File: src/rtl/ufd_pkg.sv
`timescale 1ns / 1ps
`default_nettype none

package ufd_pkg;

	localparam int unsigned BYTE_W = 8;
	localparam int unsigned CP_W   = 21;
	localparam int unsigned CNT_W  = 3;   // results per byte, 0 to 4

	localparam logic [CP_W-1:0] REPLACEMENT = 21'h00FFFD;

	// one byte's worth of results: (count - 1) replacements, then last_cp
	typedef struct packed {
		logic [CNT_W-1:0] count;
		logic [CP_W-1:0]  last_cp;
		logic             done;
	} cmd_t;

endpackage

`default_nettype wire

File: src/rtl/ufd_front.sv
`timescale 1ns / 1ps
`default_nettype none

module ufd_front (
	input  wire logic                         clk,
	input  wire logic                         arst_n,
	input  wire logic                         take,
	input  wire logic [ufd_pkg::BYTE_W-1:0]   text_byte,
	input  wire logic                         end_of_text,
	output      logic                         cmd_push,
	output      ufd_pkg::cmd_t                cmd
);
	import ufd_pkg::*;

	logic [1:0]      needed_q;
	logic [1:0]      seen_q;
	logic [CP_W-1:0] partial_q;

	logic [1:0]      needed_d;
	logic [1:0]      seen_d;
	logic [CP_W-1:0] partial_d;

	logic            pending;
	logic            is_cont;
	logic            is_ascii;
	logic            lead2;
	logic            lead3;
	logic            lead4;
	logic [1:0]      seen_inc;
	logic [CP_W-1:0] shifted;
	logic [CNT_W-1:0] pre;

	always_comb begin
		pending  = (needed_q != 2'd0);
		is_cont  = (text_byte[7:6] == 2'b10);
		is_ascii = !text_byte[7];
		lead2    = (text_byte[7:5] == 3'b110);
		lead3    = (text_byte[7:4] == 4'b1110);
		lead4    = (text_byte[7:3] == 5'b11110);
		seen_inc = seen_q + 2'd1;
		shifted  = {partial_q[CP_W-7:0], text_byte[5:0]};
		// replacements owed by a broken sequence: the lead plus each continuation
		pre      = pending ? ({1'b0, seen_q} + 3'd1) : 3'd0;

		needed_d     = needed_q;
		seen_d       = seen_q;
		partial_d    = partial_q;
		cmd.count    = 3'd0;
		cmd.last_cp  = REPLACEMENT;
		cmd.done     = end_of_text;

		if (pending && is_cont) begin
			if (seen_inc == needed_q) begin
				cmd.count   = 3'd1;
				cmd.last_cp = shifted;
				needed_d    = 2'd0;
				seen_d      = 2'd0;
				partial_d   = '0;
			end else if (end_of_text) begin
				cmd.count   = {1'b0, seen_inc} + 3'd1;
				needed_d    = 2'd0;
				seen_d      = 2'd0;
				partial_d   = '0;
			end else begin
				seen_d      = seen_inc;
				partial_d   = shifted;
			end
		end else begin
			needed_d  = 2'd0;
			seen_d    = 2'd0;
			partial_d = '0;
			priority if (is_ascii) begin
				cmd.count   = pre + 3'd1;
				cmd.last_cp = {{(CP_W-BYTE_W){1'b0}}, text_byte};
			end else if (lead2 || lead3 || lead4) begin
				if (end_of_text) begin
					cmd.count = pre + 3'd1;
				end else begin
					cmd.count = pre;
					seen_d    = 2'd0;
					priority if (lead2) begin
						needed_d  = 2'd1;
						partial_d = {{(CP_W-5){1'b0}}, text_byte[4:0]};
					end else if (lead3) begin
						needed_d  = 2'd2;
						partial_d = {{(CP_W-4){1'b0}}, text_byte[3:0]};
					end else begin
						needed_d  = 2'd3;
						partial_d = {{(CP_W-3){1'b0}}, text_byte[2:0]};
					end
				end
			end else begin
				cmd.count = pre + 3'd1;
			end
		end

		cmd_push = take && (cmd.count != 3'd0);
	end

	always_ff @(posedge clk or negedge arst_n) begin
		if (!arst_n) begin
			needed_q  <= 2'd0;
			seen_q    <= 2'd0;
			partial_q <= '0;
		end else if (take) begin
			needed_q  <= needed_d;
			seen_q    <= seen_d;
			partial_q <= partial_d;
		end
	end

endmodule

`default_nettype wire

File: src/rtl/ufd_cmd_fifo.sv
`timescale 1ns / 1ps
`default_nettype none

module ufd_cmd_fifo #(
	parameter int unsigned DEPTH = 4
) (
	input  wire logic          clk,
	input  wire logic          arst_n,
	input  wire logic          wr_en,
	input  wire ufd_pkg::cmd_t wr_data,
	input  wire logic          rd_en,
	output      ufd_pkg::cmd_t rd_data,
	output      logic          full,
	output      logic          empty
);
	import ufd_pkg::*;

	localparam int unsigned AW = (DEPTH > 1) ? $clog2(DEPTH) : 1;
	localparam int unsigned CW = $clog2(DEPTH + 1);
	localparam logic [AW-1:0] LAST_IDX = AW'(DEPTH - 1);
	localparam logic [CW-1:0] FULL_CNT = CW'(DEPTH);

	cmd_t          mem_q [DEPTH];
	logic [AW-1:0] wr_ptr_q;
	logic [AW-1:0] rd_ptr_q;
	logic [CW-1:0] count_q;
	logic          do_wr;
	logic          do_rd;

	assign full    = (count_q == FULL_CNT);
	assign empty   = (count_q == '0);
	assign do_wr   = wr_en && !full;
	assign do_rd   = rd_en && !empty;
	assign rd_data = mem_q[rd_ptr_q];

	always_ff @(posedge clk) begin
		if (do_wr) begin
			mem_q[wr_ptr_q] <= wr_data;
		end
	end

	always_ff @(posedge clk or negedge arst_n) begin
		if (!arst_n) begin
			wr_ptr_q <= '0;
			rd_ptr_q <= '0;
			count_q  <= '0;
		end else begin
			if (do_wr) begin
				wr_ptr_q <= (wr_ptr_q == LAST_IDX) ? '0 : wr_ptr_q + AW'(1);
			end
			if (do_rd) begin
				rd_ptr_q <= (rd_ptr_q == LAST_IDX) ? '0 : rd_ptr_q + AW'(1);
			end
			if (do_wr && !do_rd) begin
				count_q <= count_q + CW'(1);
			end else if (do_rd && !do_wr) begin
				count_q <= count_q - CW'(1);
			end
		end
	end

endmodule

`default_nettype wire

File: src/rtl/ufd_back.sv
`timescale 1ns / 1ps
`default_nettype none

module ufd_back (
	input  wire logic                       clk,
	input  wire logic                       arst_n,
	input  wire logic                       cmd_empty,
	input  wire ufd_pkg::cmd_t              cmd,
	output      logic                       cmd_pop,
	input  wire logic                       pop,
	output      logic                       empty,
	output      logic [ufd_pkg::CP_W-1:0]   code_point,
	output      logic                       last_of_run,
	output      logic                       text_done
);
	import ufd_pkg::*;

	logic             busy_q;
	logic [CNT_W-1:0] rem_q;
	logic [CP_W-1:0]  last_cp_q;
	logic             done_q;
	logic             on_last;
	logic             load;

	assign on_last     = (rem_q == 3'd1);
	assign empty       = !busy_q;
	assign code_point  = on_last ? last_cp_q : REPLACEMENT;
	assign last_of_run = on_last;
	assign text_done   = on_last && done_q;

	// take the next command once the current one has handed out its last request
	assign load    = !busy_q || (pop && on_last);
	assign cmd_pop = load && !cmd_empty;

	always_ff @(posedge clk or negedge arst_n) begin
		if (!arst_n) begin
			busy_q <= 1'b0;
			rem_q  <= '0;
		end else if (load) begin
			busy_q <= !cmd_empty;
			if (!cmd_empty) begin
				rem_q <= cmd.count;
			end
		end else if (pop) begin
			rem_q <= rem_q - 3'd1;
		end
	end

	always_ff @(posedge clk) begin
		if (cmd_pop) begin
			last_cp_q <= cmd.last_cp;
			done_q    <= cmd.done;
		end
	end

endmodule

`default_nettype wire

File: src/rtl/utf8_stream_decoder.sv
`timescale 1ns / 1ps
`default_nettype none

// Lax UTF-8 decoder: one byte per push, zero to four code points per byte on the
// result side (U+FFFD for each malformed byte, including the lead and continuations
// of a sequence that breaks off or is cut by end_of_text). The front decodes a byte
// in the cycle it is taken and can take a new byte every clock while the command
// queue (CMD_DEPTH entries) has room; a result goes through the queue into the back.
// The back hands out one result per clock while pop is held; a byte with several
// results keeps it busy; well-formed text sustains one byte per clock.
module utf8_stream_decoder #(
	parameter int unsigned CMD_DEPTH = 4
) (
	input  wire logic                       clk,
	input  wire logic                       arst_n,
	input  wire logic                       push,
	output      logic                       full,
	input  wire logic [ufd_pkg::BYTE_W-1:0] text_byte,
	input  wire logic                       end_of_text,
	output      logic                       empty,
	input  wire logic                       pop,
	output      logic [ufd_pkg::CP_W-1:0]   code_point,
	output      logic                       last_of_run,
	output      logic                       text_done
);
	import ufd_pkg::*;

	logic take;
	logic cmd_push;
	cmd_t cmd_in;
	cmd_t cmd_out;
	logic cmd_pop;
	logic cmd_empty;

	assign take = push && !full;

	ufd_front u_front (
		.clk         (clk),
		.arst_n      (arst_n),
		.take        (take),
		.text_byte   (text_byte),
		.end_of_text (end_of_text),
		.cmd_push    (cmd_push),
		.cmd         (cmd_in)
	);

	ufd_cmd_fifo #(
		.DEPTH (CMD_DEPTH)
	) u_fifo (
		.clk     (clk),
		.arst_n  (arst_n),
		.wr_en   (cmd_push),
		.wr_data (cmd_in),
		.rd_en   (cmd_pop),
		.rd_data (cmd_out),
		.full    (full),
		.empty   (cmd_empty)
	);

	ufd_back u_back (
		.clk         (clk),
		.arst_n      (arst_n),
		.cmd_empty   (cmd_empty),
		.cmd         (cmd_out),
		.cmd_pop     (cmd_pop),
		.pop         (pop),
		.empty       (empty),
		.code_point  (code_point),
		.last_of_run (last_of_run),
		.text_done   (text_done)
	);

endmodule

`default_nettype wire
File: config.mk
export PLATFORM = sky130hd
export DESIGN_NAME = utf8_stream_decoder
export DESIGN_NICKNAME = d
export VERILOG_FILES = /design/src/rtl/ufd_pkg.sv /design/src/rtl/ufd_front.sv /design/src/rtl/ufd_cmd_fifo.sv /design/src/rtl/ufd_back.sv /design/src/rtl/utf8_stream_decoder.sv
export SDC_FILE = /design/constraint.sdc
export NUM_CORES = 1
export LEC_CHECK = 0
export BUFFER_PORTS_ARGS = -buffer_cell sky130_fd_sc_hd__buf_2
export CAP_MARGIN = 5
export CORE_MARGIN = 2
export CORE_UTILIZATION = 40
export DETAILED_ROUTE_END_ITERATION = 8
export SYNTH_ARGS = -nofsm -noshare
export SYNTH_HDL_FRONTEND = slang
export SYNTH_SLANG_ARGS = --single-unit
File: constraint.sdc
create_clock -name clk -period 4.4 [get_ports clk]
set_input_delay 0.66 -clock clk [delete_from_list [all_inputs] [get_ports clk]]
set_output_delay 0.66 -clock clk [all_outputs]
set_load 0.01 [all_outputs]
# Word-level counts from Yosys, hierarchy flattened
# Memory sizes are Yosys's and may differ from the RTL's.
# Cells that the tools add are included.
dict set report totals {
  memories 1
  reg_bits 52
  ramBits 100
  latch_bits 0
  output_inout_bits 25
  input_bits 13
  romBits 0
  wordCells 94
}
# name words width read_ports rd_clocked_by_memory_dff write_ports line_no
set memory_table {}
lappend memory_table {u_fifo.mem_q 4 25 1 0 1 ufd_cmd_fifo.sv:23} ;# cmd_t mem_q [DEPTH];
dict set report op_classes {
  shift 0
  n_reduce_logical 25
  add_sub_neg 9
  n_div 0
  magnitude_cmp 0
  mux 38
  bitwise 0
  multipliers 0
  eq_ne 11
}
# operator n
set ops {}
lappend ops {{2-to-1 mux 15 bit} 7}
lappend ops {{2-to-1 mux 21 bit} 2}
lappend ops {{2-to-1 mux 3 bit} 11}
lappend ops {{2-to-1 mux 2 bit} 12}
lappend ops {{2-to-1 mux 24 bit} 1}
lappend ops {{2-to-1 mux 16 bit} 1}
lappend ops {{logical AND 1 bit} 10}
lappend ops {{adder 2 x 1 -> 2 bit (second input constant)} 3}
lappend ops {{adder 2 x 1 -> 3 bit (second input constant)} 2}
lappend ops {{adder 3 x 1 -> 3 bit (second input constant)} 2}
lappend ops {{== test 2 bit (second input constant)} 3}
lappend ops {{== test 3 bit (second input constant)} 2}
lappend ops {{nonzero test 2 bit} 3}
lappend ops {{subtractor 3 x 1 -> 3 bit (second input constant)} 2}
lappend ops {{== test 5 bit (second input constant)} 1}
lappend ops {{zero test 1 bit} 5}
lappend ops {{== test 4 bit (second input constant)} 1}
lappend ops {{2-to-1 mux 4 bit} 1}
lappend ops {{AND reduction 2 bit} 2}
lappend ops {{== test 3 x 1 -> 1 bit (second input constant)} 1}
lappend ops {{zero test 3 bit} 1}
lappend ops {{logical OR 1 bit} 3}
lappend ops {{2-to-1 mux 1 bit} 3}
lappend ops {{!= test 3 bit (second input constant)} 1}
lappend ops {{other kinds (3)} 3}

# Longest topological paths before layout
dict set report logic_depth {
  ltp_word 14
  depth_mapped 15
  depth_no_buf 14
}

# Hierarchy
# A second synthesis with hierarchy kept.
dict set report unflattened {
  cells_unflattened 375
  area_unflattened_um2 6359.8
}
# module n_inst seq_area_each_um2 cells_each area_each_um2
set by_module_without_submodules {}
lappend by_module_without_submodules {ufd_cmd_fifo 1 3178.0 168 4053.9}
lappend by_module_without_submodules {ufd_front 1 475.5 133 1224.9}
lappend by_module_without_submodules {ufd_back 1 760.7 73 1067.3}
lappend by_module_without_submodules {utf8_stream_decoder 1 0.0 1 13.8}

# Worst setup path after synthesis
# No wires, ideal clock.
dict set report synth_timing {
  path_kind {register -> register}
  startpoint {reg u_front.seen_q[0]}
  endpoint {mem u_fifo.mem_q[0][0] (netlist bit), enable pin}
  setup_time_ns 0.444
  path_slack_ns 0.079
  period_less_slack_ns 4.321
  arrival_ns 3.877
  stages_incl_launch_ff 9
  required_ns 3.956
  path_buffers 1
  cell_sequence {dfrtp_1 > inv_1 > ha_1 > clkbuf_1 > or4bb_1 > o22ai_2 > a31o_2 > nor4b_4 > nor3b_1}
}
# element line_no
set synth_lines {}
lappend synth_lines {{from (decl)} ufd_front.sv:16} ;# logic [1:0] seen_q;
lappend synth_lines {{from (signal assigned)} ufd_front.sv:107} ;# seen_q <= seen_d;
lappend synth_lines {{to (decl)} ufd_cmd_fifo.sv:23}

==> results_dict.tcl <==
set metrics [dict create \
    gp_congestion 0.796 \
    multi_input_area_mm2 0.00186 \
    fin_nets 464 \
    drt_iter0_drc 244 \
    r2r_slack_ps 940 \
    cts_tree "yes" \
    ys_ff_latch 152 \
    synth_top_area_cell "edfxtp_1" \
    ctsHoldBuffers 0 \
    wl_per_cell_um 17.5 \
    synthTopCellsByArea "edfxtp_1 (57%), dfrtp_1 (12%), mux4_2 (8.8%)" \
    syn-cell-area_mm2 0.00639 \
    synth_cells 392 \
    period_share_pct 78.7 \
    syn-num-nets 417 \
    die_area_mm2 0.0170 \
    cp-end-kind "register" \
    r2r_end "u_fifo.count_q[1]" \
    synth_edf_count 122 \
    critPathKind "register to register" \
    max_freq_ghz 0.289 \
    setup_viol 0 \
    finalSetupTns_ps 0 \
    dr.pass1.iters 4 \
    synth-xor-area-share_pct 0.548 \
    muxShareOfSynthArea_pct 10.0 \
    n_fill_cell 1396 \
    die_h_um 130 \
    ir_drop_mv 0.277 \
    coreArea_mm2 0.0158 \
    num_rows 46 \
    yosysWarnings 0 \
    critical_path_required_ps 4700 \
    viasPerCell 5.11 \
    drv_slew 0 \
    synth_commonest_cells "edfxtp_1 (122), nand2_1 (32), dfrtp_1 (30), mux4_2 (25), nand2b_1 (23)" \
    antennaDiodeCount 0 \
    reg2regPathDepth 12 \
    grt_first_pass_wirelength_mm 18.5 \
    ioPinCount 38 \
    path_max_fanout 9 \
    post_cts_resized 0 \
    worstHoldPathType "primary input to async pin" \
    ant_nets 0 \
    synth_top_family_by_area "simple AND/OR/NAND/NOR gates" \
    drive_gt1_share_pct 24.3 \
    power_density_mw_per_mm2 574 \
    synthFlopType "edfxtp_1" \
    drc 0 \
    syn2layout_area_growth_pct 15.6 \
    synth_fa_ha_area_share_pct 2.47 \
    dp_slack_ps 976 \
    via_count 3414 \
    critPathArrivalTime_ps 3760 \
    hold_violations 0 \
    insertion_delay_ps 420 \
    path_clk_slew_ps 60 \
    synth_simple_gate_area_share_pct 10.2 \
    grt_max_degree 31 \
    yosysSeqAreaShare_pct 69.1 \
    grt-ovfl-total 0 \
    die_w_um 130 \
    antenna_found_initial 0 \
    cts_root_buf "clkbuf_16" \
    relSlewSlack_pct 38.7 \
    maxCapViolCount 0 \
    post-route-min-period_ps 3460 \
    regArea_mm2 0.00441 \
    cts_buffers 17 \
    tightest_slew_ps 919 \
    finClkSkew_ps 11.6 \
    p_leak_nw 2.68 \
    routed_wl_mm 11.7 \
    cts.sinks 152 \
    cts_buffer_depth 2 \
    synth_most_common_cell "edfxtp_1" \
    worstReg2RegStart "u_front.seen_q[0]" \
    timing.final.ws_setup_ps 938 \
    fin_area_mm2 0.00739 \
    grt_pass1_vias 3511 \
    yosysTopAreaCellShare_pct 57.4 \
    cpPeakStageDelay_ps 560 \
    worstPathCellList "inv_1 -> ha_1 -> nor2_1 -> ha_1 -> o221ai_1 -> nand3_1 -> nor4b_4 -> nor2_1 -> ha_1 -> inv_1 -> fa_1 -> mux2_2" \
    cts_setup_buffers 0 \
    cts_htree_levels 4 \
    initial_utilization_pct 40.5 \
    dpl_cell_area_mm2 0.00685 \
    startpoint_type "register" \
    cp_common_cell "ha_1" \
    syn_avg_cell_area_um2 16.3 \
    synth_cell_types 48 \
    slowest_stage "nor4b_4" \
    dp_hpwl_mm 7.39 \
    grt_usage_pct 14.9 \
    rsz0062_at_grt "no" \
    outcome "complete, no violations" \
    synth_compound_area_share_pct 5.48 \
    async_reset_ff_share_pct 19.7 \
    io_buffer_count 37 \
]
==> state kept, by name, summed over array words and instances (netlist names), 3 cells and up <==
name and flops:
u_front.partial_q 15, u_fifo.count_q 3, u_fifo.mem_q 100, u_back.rem_q 3, u_back.last_cp_q 21
==> cells by family (layout without fill, tap and decap cells) <==
group,after synthesis,after routing
multiplexers,32,32
adder cells (fa/ha/maj),12,12
XOR/XNOR,4,4
AO/OA/AOI/OAI,46,46
buffers and inverters,30,90
flip-flops,152,152
AND/OR/NAND/NOR,116,116
==> metal layers <==
metal | part of all wire [%] | global-route usage (%) | vias up
met5 | 0 | 0 | -
met3 | 3.4 | 3.49 | 14
met2 | 50 | 24.4 | 70
li1 | - | - | 1594
met4 | 1.2 | 6.51 | 0
met1 | 46 | 19.1 | 1736
==> stage by stage <==
step / total power [mW] / hold slack, ps / std cells / utilization [%]
6_report: 4.24 / 298 / 668 / 46.8
2_1_floorplan: 2.67 / 364 / 392 / -
3_5_place_dp: 2.97 / 480 / 636 / 43.4
5_1_grt: 4.46 / 358 / 668 / 46.8
4_1_cts: 4.31 / 317 / 668 / 46.8
3_3_place_gp: 2.93 / 476 / 636 / 43.4
==> how the worst max path moves through the flow <==
stage / startpoint / end / cells after the start
floorplan: u_front.seen_q[0] / u_fifo.mem_q[0][0] / 8
global placement: u_front.seen_q[0] / u_fifo.count_q[1] / 11
detailed placement: u_front.seen_q[0] / u_fifo.count_q[1] / 12
CTS: u_front.seen_q[0] / u_fifo.count_q[2] / 13
global route: u_front.seen_q[0] / u_fifo.count_q[1] / 12
finish: u_front.seen_q[0] / u_fifo.count_q[1] / 12
==> critical path, delay by kind of cell, from the launching register on <==
family	cells	cell delay (ps)
fa+ha+maj	4	1340
simple gates	4	990
flops	1	470
mux	1	260
buf+inv	2	190
compound gates	1	100
==> cells in the final DEF, fill, tap and decap left out, drive strengths merged, types with 2 or more instances in the layout <==
cell type	n
ha	11
nand4	3
inv	12
nor2b	3
a21o	3
mux4	25
nor3b	6
nand3	8
or3	3
o21ai	6
buf	46
a22oi	2
and2	13
a22o	13
o22ai	2
nand2b	24
and3b	2
o211ai	5
xnor2	2
o31a	2
edfxtp	122
nor2	13
o21bai	3
or4bb	2
nand2	32
xor2	2
nor3	2
mux2	6
clkbuf	28
clkinv	3
dfrtp	30
a21oi	3
o21a	2
==> power by group <==
group	internal, mW	leakage, nW	switching [mW]	total (mW)
sequential	1.86	1.51	0.142	2.00
combinational	0.434	0.911	0.471	0.905
clock	0.819	0.264	0.511	1.33
total	3.11	2.68	1.12	4.24
==> cell type report <==
| cell class | instances | share of cell area, % |
|---|---|---|
| clock buffers | 28 | 6.73 |
| clock inverters | 4 | 0.593 |
| inverters | 12 | 0.610 |
| multi-input cells | 210 | 25.2 |
| flip-flops and latches | 152 | 59.8 |
| well taps | 216 | 3.66 |
| repair buffers | 46 | 3.42 |
No activity file was read; power rests on OpenSTA's default activity.
